<file path="config.mk">
export PLATFORM = sky130hd
export DESIGN_NAME = utc_date_time_advance
export DESIGN_NICKNAME = d
export VERILOG_FILES = /design/src/rtl/utc_pkg.sv /design/src/rtl/utc_step.sv /design/src/rtl/utc_date_time_advance.sv
export SDC_FILE = /design/constraint.sdc
export NUM_CORES = 1
export LEC_CHECK = 0
export ABC_CLOCK_PERIOD_IN_PS = 4100
export BUFFER_PORTS_ARGS = -buffer_cell sky130_fd_sc_hd__buf_2
export CORE_UTILIZATION = 55
export CTS_BUF_LIST = sky130_fd_sc_hd__clkbuf_2 sky130_fd_sc_hd__clkbuf_4 sky130_fd_sc_hd__clkbuf_8
export CTS_CLUSTER_DIAMETER = 100
export CTS_CLUSTER_SIZE = 10
export DETAILED_ROUTE_END_ITERATION = 12
export GPL_TIMING_DRIVEN = 0
export MAX_ROUTING_LAYER = met4
export PLACE_DENSITY = 0.8
export RECOVER_POWER = 25
export SLEW_MARGIN = 30
export SYNTH_ARGS = -nofsm -noshare
export SYNTH_HDL_FRONTEND = slang
export SYNTH_SLANG_ARGS = --single-unit
</file>
<file path="constraint.sdc">
create_clock -name aclk -period 4.1 [get_ports aclk]
set_clock_uncertainty 0.15 [all_clocks]
set_input_delay 0.41 -clock aclk [delete_from_list [all_inputs] [get_ports aclk]]
set_output_delay 0.41 -clock aclk [all_outputs]
set_load 0.05 [all_outputs]
</file>
<file path="src/rtl/utc_pkg.sv">
// ---------------------------------------------------------------------------
// utc_pkg
// Calendar time type, field limits and month length helpers.
// ---------------------------------------------------------------------------
package utc_pkg;

    typedef struct packed {
        logic [9:0] millisecond;
        logic [5:0] second;
        logic [5:0] minute;
        logic [4:0] hour;
        logic [4:0] day;
        logic [3:0] month;
        logic [6:0] year;
    } cal_time_t;

    localparam logic ACT_LOAD    = 1'b0;
    localparam logic ACT_ADVANCE = 1'b1;

    localparam logic [10:0] MS_PER_SEC      = 11'd1000;
    localparam logic [10:0] MS_TWO_SEC      = 11'd2000;
    localparam logic [6:0]  SEC_PER_MIN     = 7'd60;
    localparam logic [6:0]  MIN_PER_HOUR    = 7'd60;
    localparam logic [5:0]  HOUR_PER_DAY    = 6'd24;
    localparam logic [4:0]  MONTH_PER_YEAR  = 5'd12;
    localparam logic [7:0]  YEAR_WRAP       = 8'd100;
    localparam logic [6:0]  YEAR_CENTURY    = 7'd100;

    localparam logic [3:0] MON_JAN = 4'd1;
    localparam logic [3:0] MON_FEB = 4'd2;
    localparam logic [3:0] MON_MAR = 4'd3;
    localparam logic [3:0] MON_MAY = 4'd5;
    localparam logic [3:0] MON_JUL = 4'd7;
    localparam logic [3:0] MON_AUG = 4'd8;
    localparam logic [3:0] MON_OCT = 4'd10;
    localparam logic [3:0] MON_DEC = 4'd12;

    localparam logic [5:0] LEN_LONG  = 6'd31;
    localparam logic [5:0] LEN_SHORT = 6'd30;
    localparam logic [5:0] LEN_LEAP  = 6'd29;
    localparam logic [5:0] LEN_FEB   = 6'd28;

    // Year counts from 2000: divisible by four except 2100 (2000 itself is leap)
    function automatic logic is_leap(input logic [6:0] year);
        is_leap = (year[1:0] == 2'b00) && (year != YEAR_CENTURY);
    endfunction

    function automatic logic [5:0] month_len(input logic [3:0] month,
                                             input logic [6:0] year);
        case (month)
            MON_JAN, MON_MAR, MON_MAY, MON_JUL,
            MON_AUG, MON_OCT, MON_DEC: month_len = LEN_LONG;
            MON_FEB:                   month_len = is_leap(year) ? LEN_LEAP : LEN_FEB;
            default:                   month_len = LEN_SHORT;
        endcase
    endfunction

endpackage

</file>
<file path="src/rtl/utc_step.sv">
// ---------------------------------------------------------------------------
// utc_step
// Next calendar time for one item: load, add elapsed ms with carry, or hold.
// ---------------------------------------------------------------------------
module utc_step (
    input  utc_pkg::cal_time_t cur,
    input  utc_pkg::cal_time_t load,
    input  logic               action,
    input  logic               pps_seen,
    input  logic [9:0]         elapsed_ms,
    output utc_pkg::cal_time_t nxt,
    output logic               applied
);

    logic [10:0] ms_sum;
    logic [6:0]  sec_inc;
    logic [6:0]  min_inc;
    logic [5:0]  hour_inc;
    logic [5:0]  day_inc;
    logic [5:0]  len;
    logic [4:0]  mon_inc;
    logic [7:0]  year_inc;
    logic        c_ms, c_sec, c_min, c_hour, c_day, c_mon;
    utc_pkg::cal_time_t adv;

    always_comb begin
        ms_sum   = {1'b0, cur.millisecond} + {1'b0, elapsed_ms};
        sec_inc  = {1'b0, cur.second} + 7'd1;
        min_inc  = {1'b0, cur.minute} + 7'd1;
        hour_inc = {1'b0, cur.hour} + 6'd1;
        day_inc  = {1'b0, cur.day} + 6'd1;
        mon_inc  = {1'b0, cur.month} + 5'd1;
        year_inc = {1'b0, cur.year} + 8'd1;
        len      = utc_pkg::month_len(cur.month, cur.year);

        c_ms   = ms_sum >= utc_pkg::MS_PER_SEC;
        c_sec  = c_ms   && (sec_inc >= utc_pkg::SEC_PER_MIN);
        c_min  = c_sec  && (min_inc >= utc_pkg::MIN_PER_HOUR);
        c_hour = c_min  && (hour_inc >= utc_pkg::HOUR_PER_DAY);
        c_day  = c_hour && (day_inc > len);
        c_mon  = c_day  && (mon_inc > utc_pkg::MONTH_PER_YEAR);

        adv = cur;
        if (!c_ms) begin
            adv.millisecond = ms_sum[9:0];
        end else if (ms_sum >= utc_pkg::MS_TWO_SEC) begin
            adv.millisecond = 10'(ms_sum - utc_pkg::MS_TWO_SEC);
        end else begin
            adv.millisecond = 10'(ms_sum - utc_pkg::MS_PER_SEC);
        end
        if (c_ms) begin
            adv.second = c_sec ? 6'(sec_inc - utc_pkg::SEC_PER_MIN) : sec_inc[5:0];
        end
        if (c_sec) begin
            adv.minute = c_min ? 6'(min_inc - utc_pkg::MIN_PER_HOUR) : min_inc[5:0];
        end
        if (c_min) begin
            adv.hour = c_hour ? 5'(hour_inc - utc_pkg::HOUR_PER_DAY) : hour_inc[4:0];
        end
        if (c_hour) begin
            adv.day = c_day ? 5'(day_inc - len) : day_inc[4:0];
        end
        if (c_day) begin
            adv.month = c_mon ? 4'(mon_inc - utc_pkg::MONTH_PER_YEAR) : mon_inc[3:0];
        end
        if (c_mon) begin
            adv.year = (year_inc >= utc_pkg::YEAR_WRAP) ? 7'd0 : year_inc[6:0];
        end

        applied = 1'b0;
        if (action == utc_pkg::ACT_LOAD) begin
            nxt = load;
        end else if (pps_seen && (elapsed_ms < 10'(utc_pkg::MS_PER_SEC))) begin
            nxt     = adv;
            applied = 1'b1;
        end else begin
            nxt = cur;
        end
    end

endmodule

</file>
<file path="src/rtl/utc_date_time_advance.sv">
// ---------------------------------------------------------------------------
// utc_date_time_advance
// UTC calendar clock: load a fix, advance by elapsed ms with full carry, or hold.
// ---------------------------------------------------------------------------
//  channel   prefix  handshake       payload
//  input     s_      s_valid/s_ready action, pps_seen, elapsed_ms, load_*
//  result    m_      m_valid/m_ready cur_*, advance_applied
//
//  One item per cycle sustained while the result channel is not stalled.
//  The whole carry chain is one combinational pass between the input
//  register and the result register, which also updates the time state.
//  Synchronous active-low reset clears the time to zero and empties both stages.
//  A stalled result holds; the input register still accepts one item behind it.
// ---------------------------------------------------------------------------
module utc_date_time_advance (
    input  logic       aclk,
    input  logic       aresetn,
    input  logic       s_valid,
    output logic       s_ready,
    input  logic       s_action,
    input  logic       s_pps_seen,
    input  logic [9:0] s_elapsed_ms,
    input  logic [9:0] s_load_millisecond,
    input  logic [5:0] s_load_second,
    input  logic [5:0] s_load_minute,
    input  logic [4:0] s_load_hour,
    input  logic [4:0] s_load_day,
    input  logic [3:0] s_load_month,
    input  logic [6:0] s_load_year,
    output logic       m_valid,
    input  logic       m_ready,
    output logic [9:0] m_cur_millisecond,
    output logic [5:0] m_cur_second,
    output logic [5:0] m_cur_minute,
    output logic [4:0] m_cur_hour,
    output logic [4:0] m_cur_day,
    output logic [3:0] m_cur_month,
    output logic [6:0] m_cur_year,
    output logic       m_advance_applied
);

    logic               in_valid_reg;
    logic               action_reg;
    logic               pps_reg;
    logic [9:0]         elapsed_reg;
    utc_pkg::cal_time_t load_reg;
    utc_pkg::cal_time_t state_reg;
    utc_pkg::cal_time_t state_next;
    logic               applied_next;
    logic               out_valid_reg;
    utc_pkg::cal_time_t out_reg;
    logic               applied_reg;
    logic               fire;

    assign fire    = in_valid_reg && (!out_valid_reg || m_ready);
    assign s_ready = !in_valid_reg || fire;

    utc_step u_step (
        .cur        (state_reg),
        .load       (load_reg),
        .action     (action_reg),
        .pps_seen   (pps_reg),
        .elapsed_ms (elapsed_reg),
        .nxt        (state_next),
        .applied    (applied_next)
    );

    always_ff @(posedge aclk) begin
        if (!aresetn) begin
            in_valid_reg  <= 1'b0;
            out_valid_reg <= 1'b0;
            state_reg     <= '0;
        end else begin
            if (s_ready) begin
                in_valid_reg <= s_valid;
            end
            if (fire) begin
                out_valid_reg <= 1'b1;
                state_reg     <= state_next;
            end else if (m_ready) begin
                out_valid_reg <= 1'b0;
            end
        end
    end

    always_ff @(posedge aclk) begin
        if (s_valid && s_ready) begin
            action_reg           <= s_action;
            pps_reg              <= s_pps_seen;
            elapsed_reg          <= s_elapsed_ms;
            load_reg.millisecond <= s_load_millisecond;
            load_reg.second      <= s_load_second;
            load_reg.minute      <= s_load_minute;
            load_reg.hour        <= s_load_hour;
            load_reg.day         <= s_load_day;
            load_reg.month       <= s_load_month;
            load_reg.year        <= s_load_year;
        end
        if (fire) begin
            out_reg     <= state_next;
            applied_reg <= applied_next;
        end
    end

    assign m_valid           = out_valid_reg;
    assign m_cur_millisecond = out_reg.millisecond;
    assign m_cur_second      = out_reg.second;
    assign m_cur_minute      = out_reg.minute;
    assign m_cur_hour        = out_reg.hour;
    assign m_cur_day         = out_reg.day;
    assign m_cur_month       = out_reg.month;
    assign m_cur_year        = out_reg.year;
    assign m_advance_applied = applied_reg;

endmodule

</file>
* Word level (Yosys, flattened, before mapping) *
Cells that the tools add are included.

word-level totals
  bits in registers = 144
  latch bits = 0
  memory bits (writable) = 0
  ROM bits = 0
  input port bits = 59
  output and inout port bits = 46
  word-level logic and storage cells = 96
  memories kept = 0

cells by class
  add/sub/neg operators = 14
  multiply operators = 0
  div/mod/pow operators = 0
  magnitude comparators = 9
  eq/ne operators = 9
  shift-type cells = 0
  multiplexer cells = 21
  bitwise logic cells = 0
  reduce and logical (&&, ||, !) cells = 16

operators by type and width
  kind                      number
  $mux W43                  2
  $mux W6                   4
  $mux W10                  2
  $mux W5                   4
  $sub A10 B10 Y10 const B  2
  $add A6 B1 Y7 const B     2
  $ge A7 B6 Y1 const B      2
  $mux W7                   2
  $add A5 B1 Y6 const B     2
  $eq A4 B4 Y1 const B      3
  $sub A6 B6 Y6 const B     2
  $add A10 B10 Y11          1
  $ge A11 B10 Y1 const B    1
  $ge A11 B11 Y1 const B    1
  $lt A10 B10 Y1 const B    1
  $logic_and A1 B1 Y1       9
  $add A7 B1 Y8 const B     1
  $eq A4 B2 Y1 const B      2
  $eq A4 B3 Y1 const B      2
  $ge A8 B7 Y1 const B      1
  $mux W4                   2
  $ne A7 B7 Y1 const B      1
  $reduce_or A7 Y1          1
  $ge A6 B5 Y1 const B      1
  other kinds (13)          18

* Longest topological paths before layout *
  depth after elaboration = 11
  mapped depth = 16
  gate-level depth less buffers = 14

* By module *
Synthesis repeated with hierarchy kept, for this count alone.

unflattened totals
  cell total of the unflattened synthesis = 776
  area, all modules = 7,943.9 um^2

by module, submodules not included
  module                 times used  cells an instance  area an instance (um^2)  sequential area each (um^2)
  utc_date_time_advance  1           295                4,779.6                  3,873.7
  utc_step               1           481                3,164.3                  0.0

* Least setup slack after synthesis *
No wires, ideal clock.

  path type = reg-to-reg
  from = reg elapsed_reg[0]
  to = reg out_reg (netlist bit m_cur_month[2]), data pin
  setup time = 0.262 ns
  data arrival time = 3.500 ns
  data required time = 3.688 ns
  slack = 0.188 ns
  cell stages (with the launch flop) = 14
  path buffers = 0
  clock period less this slack = 3.912 ns
  cells stage by stage = edfxtp_1 -> ha_1 -> fa_1 -> a211oi_1 -> nor2_1 -> xnor2_1 -> ha_1 -> nand3_1 -> o22a_1 -> o31a_4 -> nor4_2 -> nand2_1 -> a221oi_1 -> nor2_1

RTL lines
  item                    line                          text
  from (decl)             utc_date_time_advance.sv:45   logic [9:0] elapsed_reg;
  from (signal assigned)  utc_date_time_advance.sv:90   elapsed_reg <= s_elapsed_ms;
  to (signal assigned)    utc_date_time_advance.sv:100  out_reg <= state_next;
  to (decl)               utc_date_time_advance.sv:51   utc_pkg::cal_time_t out_reg;

==> results.sh <==
export IMPL_cp_data_required_time_ps=4110
export IMPL_vias=7391
export IMPL_clk_latency_ps=460
export IMPL_clk_pin_slew_ps=70
export IMPL_io_pins=105
export IMPL_fin_setup_tns_ps=0
export IMPL_ys_warn_count=0
export IMPL_grt_pass1_vias=6776
export IMPL_drt_iter0_markers=847
export IMPL_hold_path_class="in -> reg"
export IMPL_yosys_area_top_type_share=0.366
export IMPL_cts_sinks=144
export IMPL_cp_endpoint="m_cur_hour[2]"
export IMPL_ys_seq_elements=144
export IMPL_worst_pin_slew_ps=1940
export IMPL_max_vdd_ir_drop_mv=0.336
export IMPL_worstPathCellList="ha_1 > fa_2 > a211oi_4 > nor2_2 > xnor2_2 > ha_2 > nand3_1 > o22a_1 > o31a_4 > buf_6 > nor3_4 > nand2_1 > xor2_1 > a21oi_1"
export IMPL_slew_headroom=-0.291
export IMPL_synth_edff_count=99
export IMPL_portBuffers=104
export IMPL_reg2reg_depth=14
export IMPL_max_cap_viol_count=1
export IMPL_path_buf_inv=1
export IMPL_p_total_w=0.00360
export IMPL_die_w_um=124
export IMPL_instances_no_fill=1205
export IMPL_fmaxAchievable_mhz=251
export IMPL_drc=0
export IMPL_ys_seq_area_frac=0.476
export IMPL_dr_wl_met3_um=2090
export IMPL_path_delay_family="compound AO/OA/AOI/OAI gates"
export IMPL_cts_root_buffer="clkbuf_8"
export IMPL_worstSetupPathType="reg -> reg"
export IMPL_nNetsFinal=1102
export IMPL_antenna_found_initial=0
export IMPL_timing_final_crit_share=0.971
export IMPL_synth_cell_type_count=89
export IMPL_end_kind="flop"
export IMPL_worstPathMaxFanout=10
export IMPL_viasPerCell=6.13
export IMPL_die_height_um=124
export IMPL_wl_um=23500
export IMPL_grt_pass1_wl_um=35400
export IMPL_finalSetupViolCount=0
export IMPL_ant_nets=0
export IMPL_dr_wl_met2_um=11200
export IMPL_yosys_area_top_type="edfxtp_1"
export IMPL_synth_cells=816
export IMPL_track_usage=0.323
export IMPL_cp_depth=14
export IMPL_hold_viol=0
export IMPL_grt_max_degree=30
export IMPL_multiInputGateArea_mm2=0.00400
export IMPL_coreArea_mm2=0.0145
export IMPL_p_leak_nw=4.05
export IMPL_yosys_most_used_dff="edfxtp_1"
export IMPL_regArea_mm2=0.00387
export IMPL_clk_path_buf_depth=2
export IMPL_start_util=0.562
export IMPL_m1WireLength_um=9280
export IMPL_overflow=0
export IMPL_drive_gt1_frac=0.221
export IMPL_rows=44
export IMPL_wire_per_inst_um=19.5
export IMPL_gp_congestion=0.998
export IMPL_cts_buffers=17
export IMPL_ys_top_cells_by_area="edfxtp_1 37%, dfxtp_1 11%, ha_1 5.1%"
export IMPL_critPathSlowestCell="fa_2"
export IMPL_r2r_setup_slack_ps=120
export IMPL_synth_area_mm2=0.00813
export IMPL_status="finished, violations left"
export IMPL_antenna_cells=0
export IMPL_place_inst=1107
export IMPL_dieArea_mm2=0.0153
export IMPL_cp_slowest_stage_delay_ps=410
export IMPL_final_cell_mix="109 x buf_2, 99 x edfxtp_1, 80 x nand2_1, 74 x a21oi_1, 70 x nor2_1"
export IMPL_worst_ep_arrival_time_ps=3990
export IMPL_syn_avg_cell_area_um2=9.96
export IMPL_violations="max-capacitance violations, max-slew violations"
export IMPL_area_growth_pct=24.9
export IMPL_hpwl_um=15300
export IMPL_top_layer="met4"
export IMPL_setup_worst_path_start_class="flop"
export IMPL_final_common_cell="buf_2"
export IMPL_cts_tree="done"
export IMPL_first_pass_iters=5
export IMPL_r2r_end="m_cur_hour[2]"
export IMPL_fin_crit_ps=3980
export IMPL_worstSetupStartpoint="elapsed_reg[0]"
export IMPL_nFillCells=1098
export IMPL_cellPowerDensity_mw_per_mm2=355
export IMPL_synthArstFlopShare=0
export IMPL_htree_levels=4
export IMPL_syn_nets=910
export IMPL_reg2reg_from="elapsed_reg[0]"
export IMPL_drv_slew=27
[how the worst min path moves through the flow]
stage                        startpoint       endpoint  slack [ps]  cells past startpoint
after global routing            s_valid   in_valid_reg          50                      3
after CTS                       s_valid   in_valid_reg          40                      3
after global placement    state_reg[35]  state_reg[35]         320                      2
after detailed placement  state_reg[33]  state_reg[33]         330                      2
after floorplan           state_reg[33]  state_reg[33]         300                      2
final                           s_valid   in_valid_reg          50                      3
[worst reg2reg max path, delay by kind of cell, from the launching register on]
family | cells | cell delay [ps]
compound gates | 4 | 990
xor+xnor | 2 | 420
simple gates | 4 | 650
flops | 1 | 380
buf+inv | 1 | 190
fa+ha+maj | 3 | 920
[final cells by class]
type | instances | share of cell area
multi-input combinational | 595 | 0.394
sequential | 144 | 0.382
timing repair buffer | 175 | 0.122
buffer | 50 | 0.0290
clock buffer | 20 | 0.0253
tap | 184 | 0.0227
clock inverter | 12 | 0.0159
inverter | 25 | 0.00924
[report_power, final]
part	switching [W]	leakage (nW)	total, W	internal, W
clock	0.000553	0.204	0.00118	0.000625
combinational	0.000459	2.52	0.000730	0.000270
sequential	0.0000483	1.32	0.00169	0.00165
total	0.00106	4.05	0.00360	0.00254
[cell families (layout without fill, tap and decap cells)]
kind of cell             Yosys count  after routing  share of synthesized area
AND/OR/NAND/NOR                  260            260                      0.157
adder cells (fa/ha/maj)           35             35                     0.0557
XOR/XNOR                          38             38                     0.0419
buffers and inverters             77            282                     0.0482
flip-flops                       144            144                      0.476
AO/OA/AOI/OAI                    249            249                      0.204
multiplexers                      13             13                     0.0165
[Yosys cell counts (10+ instances only)]
cell and n:
dfxtp_1 45, nor2b_1 12, a31oi_1 22, clkbuf_1 32
nand3_1 24, ha_1 33, o22ai_1 12, edfxtp_1 99
xnor2_1 23, nor2_1 71, mux2i_1 10, and3_1 14
nand2_1 81, a21oi_1 76, xor2_1 14, nor3_1 10
inv_1 22, o21ai_0 40, o211ai_1 10
[stage by stage]
stage                      util  hold WS, ps  cell area (um^2)  setup slack (ps)
after floorplan               -          301              8130               188
after global placement    0.613          316              8880              -522
after detailed placement  0.619          326              8960              -573
after CTS                 0.692         38.1             10000             0.144
after global routing      0.701         46.5             10200             -56.0
final                     0.701         49.4             10200               118
[routing by layer]
layer | global-route usage | up-vias
li1 | - | 3414
met1 | 0.401 | 3478
met2 | 0.507 | 416
met3 | 0.0600 | 83
met4 | 0.160 | 0
met5 | - | -
[timing repair]
item	CTS	global route
setup buffers	4	9
hold buffers	55	0
endpoints found under the setup margin	78	76
cloned	0	0
pin swaps	4	9
gates resized for setup	10	19
hold endpoints to repair	55	0
Note: power is estimated with default switching activity, not from simulation.
